`src/sv/ibt_pkg.sv`:
```
// ibt_pkg: shared types and constants for the indexed bound tracker
// holds command and state codes, config register map and the config control struct
// no dependencies
package ibt_pkg;

    localparam int DEF_ENTRIES    = 64;
    localparam int DEF_VALUE_BITS = 32;

    localparam int CMD_BITS = 2;
    localparam int IDX_BITS = 6;

    localparam int APB_DATA_BITS = 32;
    localparam int APB_ADDR_BITS = 3;
    localparam int REG_IDX_BITS  = APB_ADDR_BITS - 2;

    // register index within the config space
    localparam logic [REG_IDX_BITS-1:0] REG_MODE = '0;

    typedef enum logic [CMD_BITS-1:0] {
        CMD_INSERT  = 2'd0,
        CMD_REMOVE  = 2'd1,
        CMD_TEST    = 2'd2,
        CMD_COMBINE = 2'd3
    } cmd_t;

    typedef enum logic [1:0] {
        ST_IDLE,
        ST_EVAL,
        ST_SCAN,
        ST_DONE
    } state_t;

    // config side to core: current mode plus a reinit strobe with the new mode
    typedef struct packed {
        logic min_is_best;
        logic reinit;
        logic reinit_mode;
    } cfg_ctl_t;

endpackage

```
`src/sv/ibt_bound_ram.sv`:
```
// ibt_bound_ram: bound value table, one write port and one registered read port
// depends on ibt_pkg for parameter defaults
module ibt_bound_ram #(
    parameter int DEPTH = ibt_pkg::DEF_ENTRIES,
    parameter int WIDTH = ibt_pkg::DEF_VALUE_BITS
) (
    input  logic                     clk,
    input  logic                     wr_en,
    input  logic [$clog2(DEPTH)-1:0] wr_addr,
    input  logic [WIDTH-1:0]         wr_data,
    input  logic [$clog2(DEPTH)-1:0] rd_addr,
    output logic [WIDTH-1:0]         rd_data
);

    logic [WIDTH-1:0] bound_mem [DEPTH];
    logic [WIDTH-1:0] rd_data_reg;

    always_ff @(posedge clk)
    begin
        if (wr_en)
        begin
            bound_mem[wr_addr] <= wr_data;
        end
    end

    always_ff @(posedge clk)
    begin
        rd_data_reg <= bound_mem[rd_addr];
    end

    assign rd_data = rd_data_reg;

endmodule

```
`src/sv/ibt_cfg.sv`:
```
// ibt_cfg: apb register slice holding the mode register
// depends on ibt_pkg for the register map and the control struct
module ibt_cfg (
    input  logic                               clk,
    input  logic                               rst_n,
    input  logic                               psel,
    input  logic                               penable,
    input  logic                               pwrite,
    input  logic [ibt_pkg::APB_ADDR_BITS-1:0]  paddr,
    input  logic [ibt_pkg::APB_DATA_BITS-1:0]  pwdata,
    output logic [ibt_pkg::APB_DATA_BITS-1:0]  prdata,
    output logic                               pready,
    output ibt_pkg::cfg_ctl_t                  ctl
);

    import ibt_pkg::*;

    logic                    min_is_best_reg;
    logic                    min_is_best_next;
    logic [REG_IDX_BITS-1:0] reg_idx;
    logic                    wr_hit;

    assign pready  = 1'b1;
    assign reg_idx = paddr[APB_ADDR_BITS-1:2];
    assign wr_hit  = psel && penable && pwrite && pready && (reg_idx == REG_MODE);

    always_comb
    begin
        min_is_best_next = wr_hit ? pwdata[0] : min_is_best_reg;
    end

    always_ff @(posedge clk or negedge rst_n)
    begin
        if (!rst_n)
        begin
            min_is_best_reg <= 1'b1;
        end
        else
        begin
            min_is_best_reg <= min_is_best_next;
        end
    end

    assign prdata = (reg_idx == REG_MODE) ? APB_DATA_BITS'(min_is_best_reg) : '0;

    assign ctl.min_is_best = min_is_best_reg;
    assign ctl.reinit      = wr_hit;
    assign ctl.reinit_mode = pwdata[0];

endmodule

```
`src/sv/ibt_core.sv`:
```
// ibt_core: command sequencer, valid bits, best/worst trackers and result register
// depends on ibt_pkg; drives the table memory ibt_bound_ram
module ibt_core #(
    parameter int ENTRIES    = ibt_pkg::DEF_ENTRIES,
    parameter int VALUE_BITS = ibt_pkg::DEF_VALUE_BITS
) (
    input  logic                                clk,
    input  logic                                rst_n,
    input  ibt_pkg::cfg_ctl_t                   cfg,

    input  logic                                in_valid,
    output logic                                in_stall,
    input  logic [ibt_pkg::CMD_BITS-1:0]        command,
    input  logic [ibt_pkg::IDX_BITS-1:0]        entry_index,
    input  logic signed [VALUE_BITS-1:0]        bound_value,

    output logic                                out_valid,
    input  logic                                out_stall,
    output logic signed [VALUE_BITS-1:0]        best_value,
    output logic signed [VALUE_BITS-1:0]        worst_value,
    output logic [ibt_pkg::IDX_BITS-1:0]        best_entry,
    output logic                                best_found,
    output logic                                is_better,
    output logic signed [VALUE_BITS-1:0]        combined_value,

    output logic                                mem_wr_en,
    output logic [$clog2(ENTRIES)-1:0]          mem_wr_addr,
    output logic [VALUE_BITS-1:0]               mem_wr_data,
    output logic [$clog2(ENTRIES)-1:0]          mem_rd_addr,
    input  logic [VALUE_BITS-1:0]               mem_rd_data
);

    import ibt_pkg::*;

    localparam int AW = $clog2(ENTRIES);
    localparam logic [AW:0]   SCAN_END  = (AW+1)'(ENTRIES);
    localparam logic [AW-1:0] LAST_ADDR = AW'(ENTRIES - 1);
    localparam logic signed [VALUE_BITS-1:0] V_MAX = {1'b0, {(VALUE_BITS-1){1'b1}}};
    localparam logic signed [VALUE_BITS-1:0] V_MIN = {1'b1, {(VALUE_BITS-1){1'b0}}};

    // strict improvement / strict degradation under the current mode
    function automatic logic beats(input logic mib,
                                   input logic signed [VALUE_BITS-1:0] a,
                                   input logic signed [VALUE_BITS-1:0] b);
        beats = mib ? (a < b) : (a > b);
    endfunction

    function automatic logic loses(input logic mib,
                                   input logic signed [VALUE_BITS-1:0] a,
                                   input logic signed [VALUE_BITS-1:0] b);
        loses = mib ? (a > b) : (a < b);
    endfunction

    state_t                        state_reg, state_next;
    cmd_t                          cmd_reg, cmd_next;
    logic [AW-1:0]                 idx_reg, idx_next;
    logic                          range_reg, range_next;
    logic signed [VALUE_BITS-1:0]  val_reg, val_next;

    logic [ENTRIES-1:0]            valid_reg, valid_next;
    logic signed [VALUE_BITS-1:0]  best_reg, best_next;
    logic signed [VALUE_BITS-1:0]  worst_reg, worst_next;
    logic [AW-1:0]                 slot_reg, slot_next;
    logic                          slot_ok_reg, slot_ok_next;
    logic                          better_reg, better_next;
    logic signed [VALUE_BITS-1:0]  comb_reg, comb_next;

    logic [AW:0]                   scan_cnt_reg, scan_cnt_next;
    logic                          scan_pipe_reg, scan_pipe_next;
    logic [AW-1:0]                 scan_addr_reg, scan_addr_next;

    logic                          out_valid_reg, out_valid_next;
    logic signed [VALUE_BITS-1:0]  out_best_reg, out_best_next;
    logic signed [VALUE_BITS-1:0]  out_worst_reg, out_worst_next;
    logic [IDX_BITS-1:0]           out_entry_reg, out_entry_next;
    logic                          out_found_reg, out_found_next;
    logic                          out_better_reg, out_better_next;
    logic signed [VALUE_BITS-1:0]  out_comb_reg, out_comb_next;

    logic                          mib;
    logic                          in_range;
    logic signed [VALUE_BITS-1:0]  old_val;
    logic                          old_ok;
    logic                          hit;
    logic                          scan_start;
    logic                          out_load;
    logic signed [VALUE_BITS-1:0]  best_empty;
    logic signed [VALUE_BITS-1:0]  worst_empty;

    assign mib         = cfg.min_is_best;
    assign best_empty  = mib ? V_MAX : V_MIN;
    assign worst_empty = mib ? V_MIN : V_MAX;
    assign in_range    = (int'(entry_index) < ENTRIES);
    assign old_val     = mem_rd_data;
    assign old_ok      = range_reg && valid_reg[idx_reg];
    assign hit         = old_ok && ((old_val == best_reg) || (old_val == worst_reg));
    assign in_stall    = (state_reg != ST_IDLE);

    always_comb
    begin
        state_next      = state_reg;
        cmd_next        = cmd_reg;
        idx_next        = idx_reg;
        range_next      = range_reg;
        val_next        = val_reg;
        valid_next      = valid_reg;
        best_next       = best_reg;
        worst_next      = worst_reg;
        slot_next       = slot_reg;
        slot_ok_next    = slot_ok_reg;
        better_next     = better_reg;
        comb_next       = comb_reg;
        scan_cnt_next   = scan_cnt_reg;
        scan_pipe_next  = scan_pipe_reg;
        scan_addr_next  = scan_addr_reg;
        out_best_next   = out_best_reg;
        out_worst_next  = out_worst_reg;
        out_entry_next  = out_entry_reg;
        out_found_next  = out_found_reg;
        out_better_next = out_better_reg;
        out_comb_next   = out_comb_reg;
        mem_wr_en       = 1'b0;
        mem_wr_addr     = idx_reg;
        mem_wr_data     = val_reg;
        mem_rd_addr     = AW'(entry_index);
        scan_start      = 1'b0;
        out_load        = 1'b0;

        unique case (state_reg)
            ST_IDLE:
            begin
                // table read for the addressed entry goes out with the transfer
                if (in_valid)
                begin
                    cmd_next   = cmd_t'(command);
                    idx_next   = AW'(entry_index);
                    range_next = in_range;
                    val_next   = bound_value;
                    state_next = ST_EVAL;
                end
            end
            ST_EVAL:
            begin
                better_next = 1'b0;
                comb_next   = '0;
                unique case (cmd_reg)
                    CMD_INSERT:
                    begin
                        if (range_reg)
                        begin
                            mem_wr_en           = 1'b1;
                            valid_next[idx_reg] = 1'b1;
                            if (hit)
                            begin
                                scan_start = 1'b1;
                            end
                            else
                            begin
                                if (beats(mib, val_reg, best_reg))
                                begin
                                    best_next    = val_reg;
                                    slot_next    = idx_reg;
                                    slot_ok_next = 1'b1;
                                end
                                if (loses(mib, val_reg, worst_reg))
                                begin
                                    worst_next = val_reg;
                                end
                            end
                        end
                    end
                    CMD_REMOVE:
                    begin
                        if (old_ok)
                        begin
                            valid_next[idx_reg] = 1'b0;
                            scan_start          = hit;
                        end
                    end
                    CMD_TEST:
                    begin
                        better_next = !(old_ok &&
                                        (mib ? (val_reg <= old_val) : (val_reg >= old_val)));
                    end
                    CMD_COMBINE:
                    begin
                        comb_next = beats(mib, val_reg, best_reg) ? val_reg : best_reg;
                    end
                    default:
                    begin
                        comb_next = '0;
                    end
                endcase
                if (scan_start)
                begin
                    best_next      = best_empty;
                    worst_next     = worst_empty;
                    slot_next      = '0;
                    slot_ok_next   = 1'b0;
                    scan_cnt_next  = '0;
                    scan_pipe_next = 1'b0;
                    state_next     = ST_SCAN;
                end
                else
                begin
                    state_next = ST_DONE;
                end
            end
            ST_SCAN:
            begin
                // issue one read a cycle, fold in the entry read the cycle before
                mem_rd_addr = scan_cnt_reg[AW-1:0];
                if (scan_cnt_reg != SCAN_END)
                begin
                    scan_cnt_next  = scan_cnt_reg + (AW+1)'(1);
                    scan_pipe_next = 1'b1;
                    scan_addr_next = scan_cnt_reg[AW-1:0];
                end
                else
                begin
                    scan_pipe_next = 1'b0;
                end
                if (scan_pipe_reg)
                begin
                    if (valid_reg[scan_addr_reg])
                    begin
                        if (beats(mib, old_val, best_reg))
                        begin
                            best_next    = old_val;
                            slot_next    = scan_addr_reg;
                            slot_ok_next = 1'b1;
                        end
                        if (loses(mib, old_val, worst_reg))
                        begin
                            worst_next = old_val;
                        end
                    end
                    if (scan_addr_reg == LAST_ADDR)
                    begin
                        state_next = ST_DONE;
                    end
                end
            end
            ST_DONE:
            begin
                if (!out_valid_reg || !out_stall)
                begin
                    out_load        = 1'b1;
                    out_best_next   = best_reg;
                    out_worst_next  = worst_reg;
                    out_entry_next  = slot_ok_reg ? IDX_BITS'(slot_reg) : '0;
                    out_found_next  = slot_ok_reg;
                    out_better_next = better_reg;
                    out_comb_next   = comb_reg;
                    state_next      = ST_IDLE;
                end
            end
            default:
            begin
                state_next = ST_IDLE;
            end
        endcase

        if (out_load)
        begin
            out_valid_next = 1'b1;
        end
        else
        begin
            out_valid_next = out_valid_reg && out_stall;
        end

        // mode write empties the table and resets the trackers for the new mode
        if (cfg.reinit)
        begin
            valid_next   = '0;
            best_next    = cfg.reinit_mode ? V_MAX : V_MIN;
            worst_next   = cfg.reinit_mode ? V_MIN : V_MAX;
            slot_next    = '0;
            slot_ok_next = 1'b0;
        end
    end

    always_ff @(posedge clk or negedge rst_n)
    begin
        if (!rst_n)
        begin
            state_reg <= ST_IDLE;
        end
        else
        begin
            state_reg <= state_next;
        end
    end

    always_ff @(posedge clk or negedge rst_n)
    begin
        if (!rst_n)
        begin
            valid_reg     <= '0;
            best_reg      <= V_MAX;
            worst_reg     <= V_MIN;
            slot_reg      <= '0;
            slot_ok_reg   <= 1'b0;
            scan_cnt_reg  <= '0;
            scan_pipe_reg <= 1'b0;
            out_valid_reg <= 1'b0;
        end
        else
        begin
            valid_reg     <= valid_next;
            best_reg      <= best_next;
            worst_reg     <= worst_next;
            slot_reg      <= slot_next;
            slot_ok_reg   <= slot_ok_next;
            scan_cnt_reg  <= scan_cnt_next;
            scan_pipe_reg <= scan_pipe_next;
            out_valid_reg <= out_valid_next;
        end
    end

    always_ff @(posedge clk)
    begin
        cmd_reg        <= cmd_next;
        idx_reg        <= idx_next;
        range_reg      <= range_next;
        val_reg        <= val_next;
        better_reg     <= better_next;
        comb_reg       <= comb_next;
        scan_addr_reg  <= scan_addr_next;
        out_best_reg   <= out_best_next;
        out_worst_reg  <= out_worst_next;
        out_entry_reg  <= out_entry_next;
        out_found_reg  <= out_found_next;
        out_better_reg <= out_better_next;
        out_comb_reg   <= out_comb_next;
    end

    assign out_valid      = out_valid_reg;
    assign best_value     = out_best_reg;
    assign worst_value    = out_worst_reg;
    assign best_entry     = out_entry_reg;
    assign best_found     = out_found_reg;
    assign is_better      = out_better_reg;
    assign combined_value = out_comb_reg;

`ifndef SYNTH
    a_slot_clear_without_best: assert property (@(posedge clk) disable iff (!rst_n)
        !slot_ok_reg |-> (slot_reg == '0))
        else $error("best slot nonzero while no entry holds the best");

    a_best_slot_is_valid: assert property (@(posedge clk) disable iff (!rst_n)
        (state_reg == ST_IDLE && slot_ok_reg) |-> valid_reg[slot_reg])
        else $error("best slot points at an empty entry");

    a_empty_table_sentinels: assert property (@(posedge clk) disable iff (!rst_n)
        (state_reg == ST_IDLE && valid_reg == '0) |->
            (best_reg == best_empty && worst_reg == worst_empty && !slot_ok_reg))
        else $error("empty table without sentinel best and worst");
`endif

endmodule

```
`src/sv/indexed_bound_best_worst_tracker.sv`:
```
// indexed_bound_best_worst_tracker: top level of the indexed bound tracker
// depends on ibt_pkg, ibt_cfg, ibt_core and ibt_bound_ram
//
//   channel   direction   handshake             payload
//   in        sink        in_valid / in_stall   command, entry_index, bound_value
//   out       source      out_valid / out_stall best_value, worst_value, best_entry,
//                                               best_found, is_better, combined_value
//   config    apb slave   psel/penable/pready   min_is_best at byte address 0
//
// one item at a time: a transfer on in goes through table read, evaluate and load into the output
// register, with a rescan of the table between evaluate and load when it removes or overwrites
// the entry holding the best or worst value, since the trackers are then rebuilt by reading
// every entry through the single table read port
// the output register lets the next input transfer start while a result waits on out_stall
// reset clears all valid bits and sets best/worst to the sentinel extremes for min-is-best
// a mode write clears the table the same way and takes effect at once
module indexed_bound_best_worst_tracker #(
    parameter int ENTRIES    = ibt_pkg::DEF_ENTRIES,
    parameter int VALUE_BITS = ibt_pkg::DEF_VALUE_BITS
) (
    input  logic                               clk,
    input  logic                               rst_n,

    input  logic                               psel,
    input  logic                               penable,
    input  logic                               pwrite,
    input  logic [ibt_pkg::APB_ADDR_BITS-1:0]  paddr,
    input  logic [ibt_pkg::APB_DATA_BITS-1:0]  pwdata,
    output logic [ibt_pkg::APB_DATA_BITS-1:0]  prdata,
    output logic                               pready,

    input  logic                               in_valid,
    output logic                               in_stall,
    input  logic [ibt_pkg::CMD_BITS-1:0]       command,
    input  logic [ibt_pkg::IDX_BITS-1:0]       entry_index,
    input  logic signed [VALUE_BITS-1:0]       bound_value,

    output logic                               out_valid,
    input  logic                               out_stall,
    output logic signed [VALUE_BITS-1:0]       best_value,
    output logic signed [VALUE_BITS-1:0]       worst_value,
    output logic [ibt_pkg::IDX_BITS-1:0]       best_entry,
    output logic                               best_found,
    output logic                               is_better,
    output logic signed [VALUE_BITS-1:0]       combined_value
);

    import ibt_pkg::*;

    localparam int AW = $clog2(ENTRIES);

    // mode register and reinit strobe toward the core
    cfg_ctl_t               cfg_ctl;

    // table memory port
    logic                   mem_wr_en;
    logic [AW-1:0]          mem_wr_addr;
    logic [VALUE_BITS-1:0]  mem_wr_data;
    logic [AW-1:0]          mem_rd_addr;
    logic [VALUE_BITS-1:0]  mem_rd_data;

    ibt_cfg u_cfg (
        .clk     (clk),
        .rst_n   (rst_n),
        .psel    (psel),
        .penable (penable),
        .pwrite  (pwrite),
        .paddr   (paddr),
        .pwdata  (pwdata),
        .prdata  (prdata),
        .pready  (pready),
        .ctl     (cfg_ctl)
    );

    // sequencer: reads the addressed entry, updates trackers, rescans when needed
    ibt_core #(
        .ENTRIES    (ENTRIES),
        .VALUE_BITS (VALUE_BITS)
    ) u_core (
        .clk            (clk),
        .rst_n          (rst_n),
        .cfg            (cfg_ctl),
        .in_valid       (in_valid),
        .in_stall       (in_stall),
        .command        (command),
        .entry_index    (entry_index),
        .bound_value    (bound_value),
        .out_valid      (out_valid),
        .out_stall      (out_stall),
        .best_value     (best_value),
        .worst_value    (worst_value),
        .best_entry     (best_entry),
        .best_found     (best_found),
        .is_better      (is_better),
        .combined_value (combined_value),
        .mem_wr_en      (mem_wr_en),
        .mem_wr_addr    (mem_wr_addr),
        .mem_wr_data    (mem_wr_data),
        .mem_rd_addr    (mem_rd_addr),
        .mem_rd_data    (mem_rd_data)
    );

    // bound values; entries are only used while their valid bit is set
    ibt_bound_ram #(
        .DEPTH (ENTRIES),
        .WIDTH (VALUE_BITS)
    ) u_ram (
        .clk     (clk),
        .wr_en   (mem_wr_en),
        .wr_addr (mem_wr_addr),
        .wr_data (mem_wr_data),
        .rd_addr (mem_rd_addr),
        .rd_data (mem_rd_data)
    );

endmodule

```
`config.mk`:
```
export PLATFORM = sky130hd
export DESIGN_NAME = indexed_bound_best_worst_tracker
export DESIGN_NICKNAME = d
export VERILOG_FILES = /design/src/sv/ibt_pkg.sv /design/src/sv/ibt_bound_ram.sv /design/src/sv/ibt_cfg.sv /design/src/sv/ibt_core.sv /design/src/sv/indexed_bound_best_worst_tracker.sv
export SDC_FILE = /design/constraint.sdc
export NUM_CORES = 2
export LEC_CHECK = 0
export BUFFER_PORTS_ARGS = -buffer_cell sky130_fd_sc_hd__buf_2
export CAP_MARGIN = 20
export CORE_MARGIN = 5
export CORE_UTILIZATION = 35
export CTS_CLUSTER_SIZE = 40
export DETAILED_ROUTE_END_ITERATION = 7
export GPL_ROUTABILITY_DRIVEN = 0
export GPL_TIMING_DRIVEN = 0
export PLACE_DENSITY = 0.58
export SYNTH_ARGS = -nofsm -noshare
export SYNTH_HDL_FRONTEND = slang
export SYNTH_SLANG_ARGS = --single-unit
```
`constraint.sdc`:
```
create_clock -name clk -period 12.8 [get_ports clk]
set_input_delay 0 -clock clk [delete_from_list [all_inputs] [get_ports clk]]
set_output_delay 0 -clock clk [all_outputs]
set_load 0.02 [all_outputs]
```
# Word-level counts from Yosys, hierarchy flattened
# Memory sizes are Yosys's and may differ from the RTL's. A register that Yosys moved wholly into a read port is not among the register bits.
# Index checks and enable logic that the tools add are counted.
# totals
inputBits	82
output_inout_bits	139
mem_bits_rw	2048
reg_bits	330
elab_cells	175
n_memories	1
# memory_table
name	words	word_bits	read_ports	rd_ports_with_merged_regs	write_ports	line	rtl
u_ram.bound_mem	64	32	1	1	1	ibt_bound_ram.sv:15	logic [WIDTH-1:0] bound_mem [DEPTH];
# op_classes
n_bitwise	4
eq_ne	25
magnitude_cmp	13
n_reduce_logical	29
muxes	80
add_sub_neg	1
# ops
op	n
$mux 32	20
$mux 64	3
$gt 32x32->1	4
$lt 32x32->1	4
$pmux 32 s2	2
$pmux 64 s2	1
$and 64x64->64	1
$eq 32x32->1	2
$not 64->64	1
$or 64x64->64	1
$mux 6	9
$ge 32x32->1	1
$le 32x32->1	1
$mux 1	30
$ne 3x2->1 const B	5
$lt 6x7->1 const B	2
$mux 7	2
$pmux 7 s2	1
$reduce_and 7->1	2
$bmux 1 s6	2
$pmux 6 s2	1
$ne 2x1->1 const B	5
$eq 2x2->1 const B	4
$mux 2	4
23 further kinds	44

# Logic depth before layout (Yosys ltp)
# depth
depth_word	10
depth_mapped	14
ltp_nobuf	11

# Cells and area by module
# From an unflattened synthesis, not the netlist that was laid out.
# unflattened
hier_cells	5132
hier_area_um2	97858.9
# modules_own_cells
mod	seq_area_each_um2	cells_per_inst	n_inst	area_per_inst_um2
ibt_bound_ram	62139.6	3511	1	79039.6
ibt_core	9188.8	1580	1	18485.2
ibt_cfg	26.3	41	1	334.1

# Least setup slack after synthesis
# OpenSTA, ideal clock, no wires.
# synth_timing
path_kind	reg2reg
from	register u_core.state_reg[0]
to	register u_core.out_entry_reg[0], in the netlist u_core.best_entry[0] (enable)
setup_slack_ns	3.967
required_ns	12.074
setup_time_ns	0.726
n_path_buf	0
arrival_ns	8.107
synth_period_minus_slack_ns	8.833
stages_incl_launch_ff	3
cell_sequence	dfrtp_1 -> ha_1 -> a21boi_0
# synth_via
elab_chain_len	2
# synth_lines
element	line	rtl
from (decl)	ibt_core.sv:54	state_t state_reg, state_next;
from (signal assigned)	ibt_core.sv:292	state_reg <= state_next;
$eq 2x2->1	ibt_core.sv:129	unique case (state_reg)
$reduce_and 2->1 (no line)	--	
to (signal assigned)	ibt_core.sv:333	out_entry_reg <= out_entry_next;
to (decl)	ibt_core.sv:75	logic [IDX_BITS-1:0] out_entry_reg, out_entry_next;
# Every way passes these cells.
# A chain may end at the register's enable or synchronous reset.

# Final worst setup path
# layout_timing
from	register u_core.state_reg[0]
to	register u_ram.rd_data_reg[3], in the netlist u_ram.rd_data[3], read port of u_ram.bound_mem
# layout_via
elab_chain_len	2
# layout_lines
element	line	rtl
$eq 2x2->1	ibt_core.sv:129	
$mux 6	ibt_core.sv:129	
to (decl)	ibt_bound_ram.sv:16	logic [WIDTH-1:0] rd_data_reg;
# Every way passes these cells.

==> run_results.csv <==
group,metric,value,unit
critical_path,worstSetupPathType,"register to register",
cells_and_area,drive_gt1_share,24.46,%
grt,grt_pass1_wl,405.4,mm
pwr,peakVddDrop,0.0001344,V
timing,rsz0062_at_grt,"false",
critical_path,end_kind,"register",
detailed_routing,viasPerCell,5.511,
die,die_x,539.2,microns
timing,final-setup-viol-count,0,
grt,antenna_found_initial,10,
critical_path,critPathBufInv,7,
detailed_routing,first_pass_iters,6,
timing,slew_headroom,16.96,%
detailed_routing,totalWireLength,283.9,mm
synth,ys_seq_area_share,72.80,%
synth,ys_ff_latch,2410,
synth,yosys-top-cells-area,"edfxtp_1 (68%), mux4_2 (12%), dfrtp_1 (2.9%)",
critical_path,r2r_end,"u_ram.rd_data[3]",
synth,syn_inst,5332,
critical_path,max_stage_delay,1.07,ns
critical_path,path_cells,"inv_1 -> ha_1 -> buf_2 -> mux2i_1 -> clkbuf_1 -> buf_6 -> buf_2 -> clkbuf_1 -> buf_2 -> mux4_2 -> nand2_1 -> a31oi_1 -> a211oi_1 -> a21oi_1",
synth,yosys_warnings,0,
critical_path,r2r_start,"u_core.state_reg[0]",
synth,syn_avg_cell_area,18.38,sq um
cells_and_area,fill_cells,24650,
detailed_routing,ant_nets,0,
timing,finalHoldViolations,0,
grt,grt_pass1_vias,55530,
hold_path,hp-start,"psel",
cts,clock_latency,0.89,ns
timing,period_share,49.40,%
pwr,p_per_area,211.0,nW/um^2
synth,synth.distinct_cells,87,
die,coreArea,279100,sq um
placement,place_ws,6.512,ns
run_status,outcome,"completed",
cells_and_area,area_growth,18.99,%
critical_path,cpMostUsedCell,"buf_2",
critical_path,reg2reg_depth,14,
synth,synth-edff-count,2231,
cells_and_area,regArea,71350,sq um
synth,synth.most_common_cell,"edfxtp_1",
grt,track_usage,19.08,%
cts,numCtsBuffers,235,
timing,fmax,158.1,MHz
cells_and_area,finalCoreUtilization,41.78,%
synth,synth_top_area_share,68.35,%
synth,synth-main-ff-cell,"edfxtp_1",
die,ioPinCount,221,
cts,postCtsSetupBuffers,0,
detailed_routing,vias,54850,
pwr,fin_total_pwr,0.02460,W
grt,grt_max_degree,86,
placement,io_buffers,155,
synth,synth-async-reset-ratio,6.100,%
critical_path,slowest_stage,"a211oi_1",
hold_path,hp-class,"input port to register",
cts,cts.sinks,2410,
critical_path,cp_data_required_time,13.42,ns
timing,setup_tns,0,ns
placement,dp_hpwl,201.1,mm
timing,layout_min_cycle_time,6.324,ns
grt,overflow,0,
critical_path,crit_fanout,11,
cts,clk_pin_slew,0.07,ns
cts,cts_tree,"built",
synth,syn_area,98020,sq um
synth,synth.top_cells.by_count,"edfxtp_1 (2,231), mux4_2 (525), nand2_1 (350), a21oi_1 (211), clkbuf_1 (191)",
cts,cts-root-buf,"clkbuf_16",
timing,slew_viol_final,0,
timing,tightest_slew,1.238,ns
critical_path,critical_path.startpoint_type,"register",
detailed_routing,drt_iter0_markers,6617,
critical_path,cp.arrival,6.94,ns
timing,fin_ws,6.476,ns
hold_path,hold_path_depth,5,
cts,cts_buffer_depth,3,
cells_and_area,largest_reg_flops,2048,
timing,finalClockSkew,0.05747,ns
synth,yosys.area.top_type,"edfxtp_1",
cts,cts_max_level,4,
cells_and_area,multi_input_area,25030,sq um
die,row_count,194,
detailed_routing,wl_per_cell,28.52,microns
pwr,power_leakage,38.64,nW
detailed_routing,drc_errors,0,
die,start_util,35.11,%
critical_path,reg2reg_slack,6.48,ns
flow_run,drv_cap,0,
hold_path,whs_endpoint,"u_core.best_reg[30]",
critical_path,crit_family,"buffers and inverters",
cells_and_area,nNetsFinal,6269,
die,die_h,539.2,microns
timing,hold_ws,0.1035,ns
die,dieArea,290700,sq um
cells by family after synthesis:
family	count (synthesis)	synth area share [%]
AO/OA/AOI/OAI	858	6.117
XOR/XNOR	3	0.02681
adder cells (fa/ha/maj)	167	2.132
buffers and inverters	480	2.152
flip-flops	2410	72.80
multiplexers	603	12.89
other	2	0.007662
AND/OR/NAND/NOR	809	3.879
how the worst max path moves through the flow:
stage                   startpoint                    end  depth (start not counted)
2_1_floorplan  u_core.state_reg[0]   u_core.best_entry[0]                          2
3_3_place_gp   u_core.state_reg[0]  u_core.worst_value[4]                          2
3_5_place_dp   u_core.state_reg[0]      u_ram.rd_data[23]                         14
4_1_cts        u_core.state_reg[0]      u_ram.rd_data[23]                         14
5_1_grt        u_core.state_reg[0]      u_ram.rd_data[24]                         14
6_report       u_core.state_reg[0]       u_ram.rd_data[3]                         14
where the power goes:
group / switching [W] / total (W) / internal, W / leakage (nW)
Sequential: 0.000450 / 0.00982 / 0.00937 / 22.2
Clock: 0.00304 / 0.00706 / 0.00402 / 3.83
Combinational: 0.00475 / 0.00772 / 0.00297 / 12.6
routing by layer:
| metal | track usage [%] | wire [microns] |
|---|---|---|
| met5 | 0 | 13 |
| met2 | 31.16 | 137500 |
| met4 | 6.128 | 9830 |
| met3 | 4.049 | 21460 |
| met1 | 25.59 | 115100 |
layout make-up:
cell class	count	share of cell area [%]
inverter	136	0.4377
clock inverter	166	1.438
tap	3724	3.995
clock buffer	273	5.280
multi-input combinational	2472	21.46
timing repair buffer	421	4.816
sequential	2410	61.18
antenna	7	0.01502
buffer	344	1.376
worst min-delay path, delay by kind of cell:
family | cells | cell delay (ns)
AO/OA/AOI/OAI | 1 | 0.13
buffers and inverters | 1 | 0.08
AND/OR/NAND/NOR | 3 | 0.76
through the flow:
stage                     instances  cell area [sq um]
after CTS                      9944             116600
after global routing           9948             116600
after detailed placement       9416             107900
final                          9953             116600
after global placement         9241             103600
after floorplan                5362              98130
cell usage in the layout, fill, tap and decap left out, types with 35 or more instances in the layout:
cell type | netlist | final
a211oi_1 | 163 | 159
a21oi_1 | 211 | 211
a311oi_1 | 68 | 68
a31oi_1 | 108 | 108
and2_1 | 138 | 137
buf_12 | 0 | 56
buf_16 | 0 | 92
buf_2 | 75 | 233
buf_4 | 43 | 55
clkbuf_1 | 191 | 215
clkbuf_16 | 0 | 239
clkinv_1 | 0 | 44
clkinv_2 | 0 | 61
dfrtp_1 | 114 | 114
dlygate4sd3_1 | 0 | 88
edfxtp_1 | 2231 | 2231
ha_1 | 167 | 166
inv_1 | 136 | 115
mux2i_1 | 69 | 68
mux4_2 | 525 | 525
nand2_1 | 350 | 350
nand3_1 | 38 | 38
nand4_1 | 35 | 35
nor2_1 | 165 | 122
nor2_4 | 0 | 43
o211ai_1 | 39 | 39
o21ai_0 | 99 | 99
repair_timing:
item	4_1_cts	5_1_grt
hold endpoints to repair	288	0
hold buffers	89	0
gates resized for setup	0	0
(Power assumes the default switching activity.)
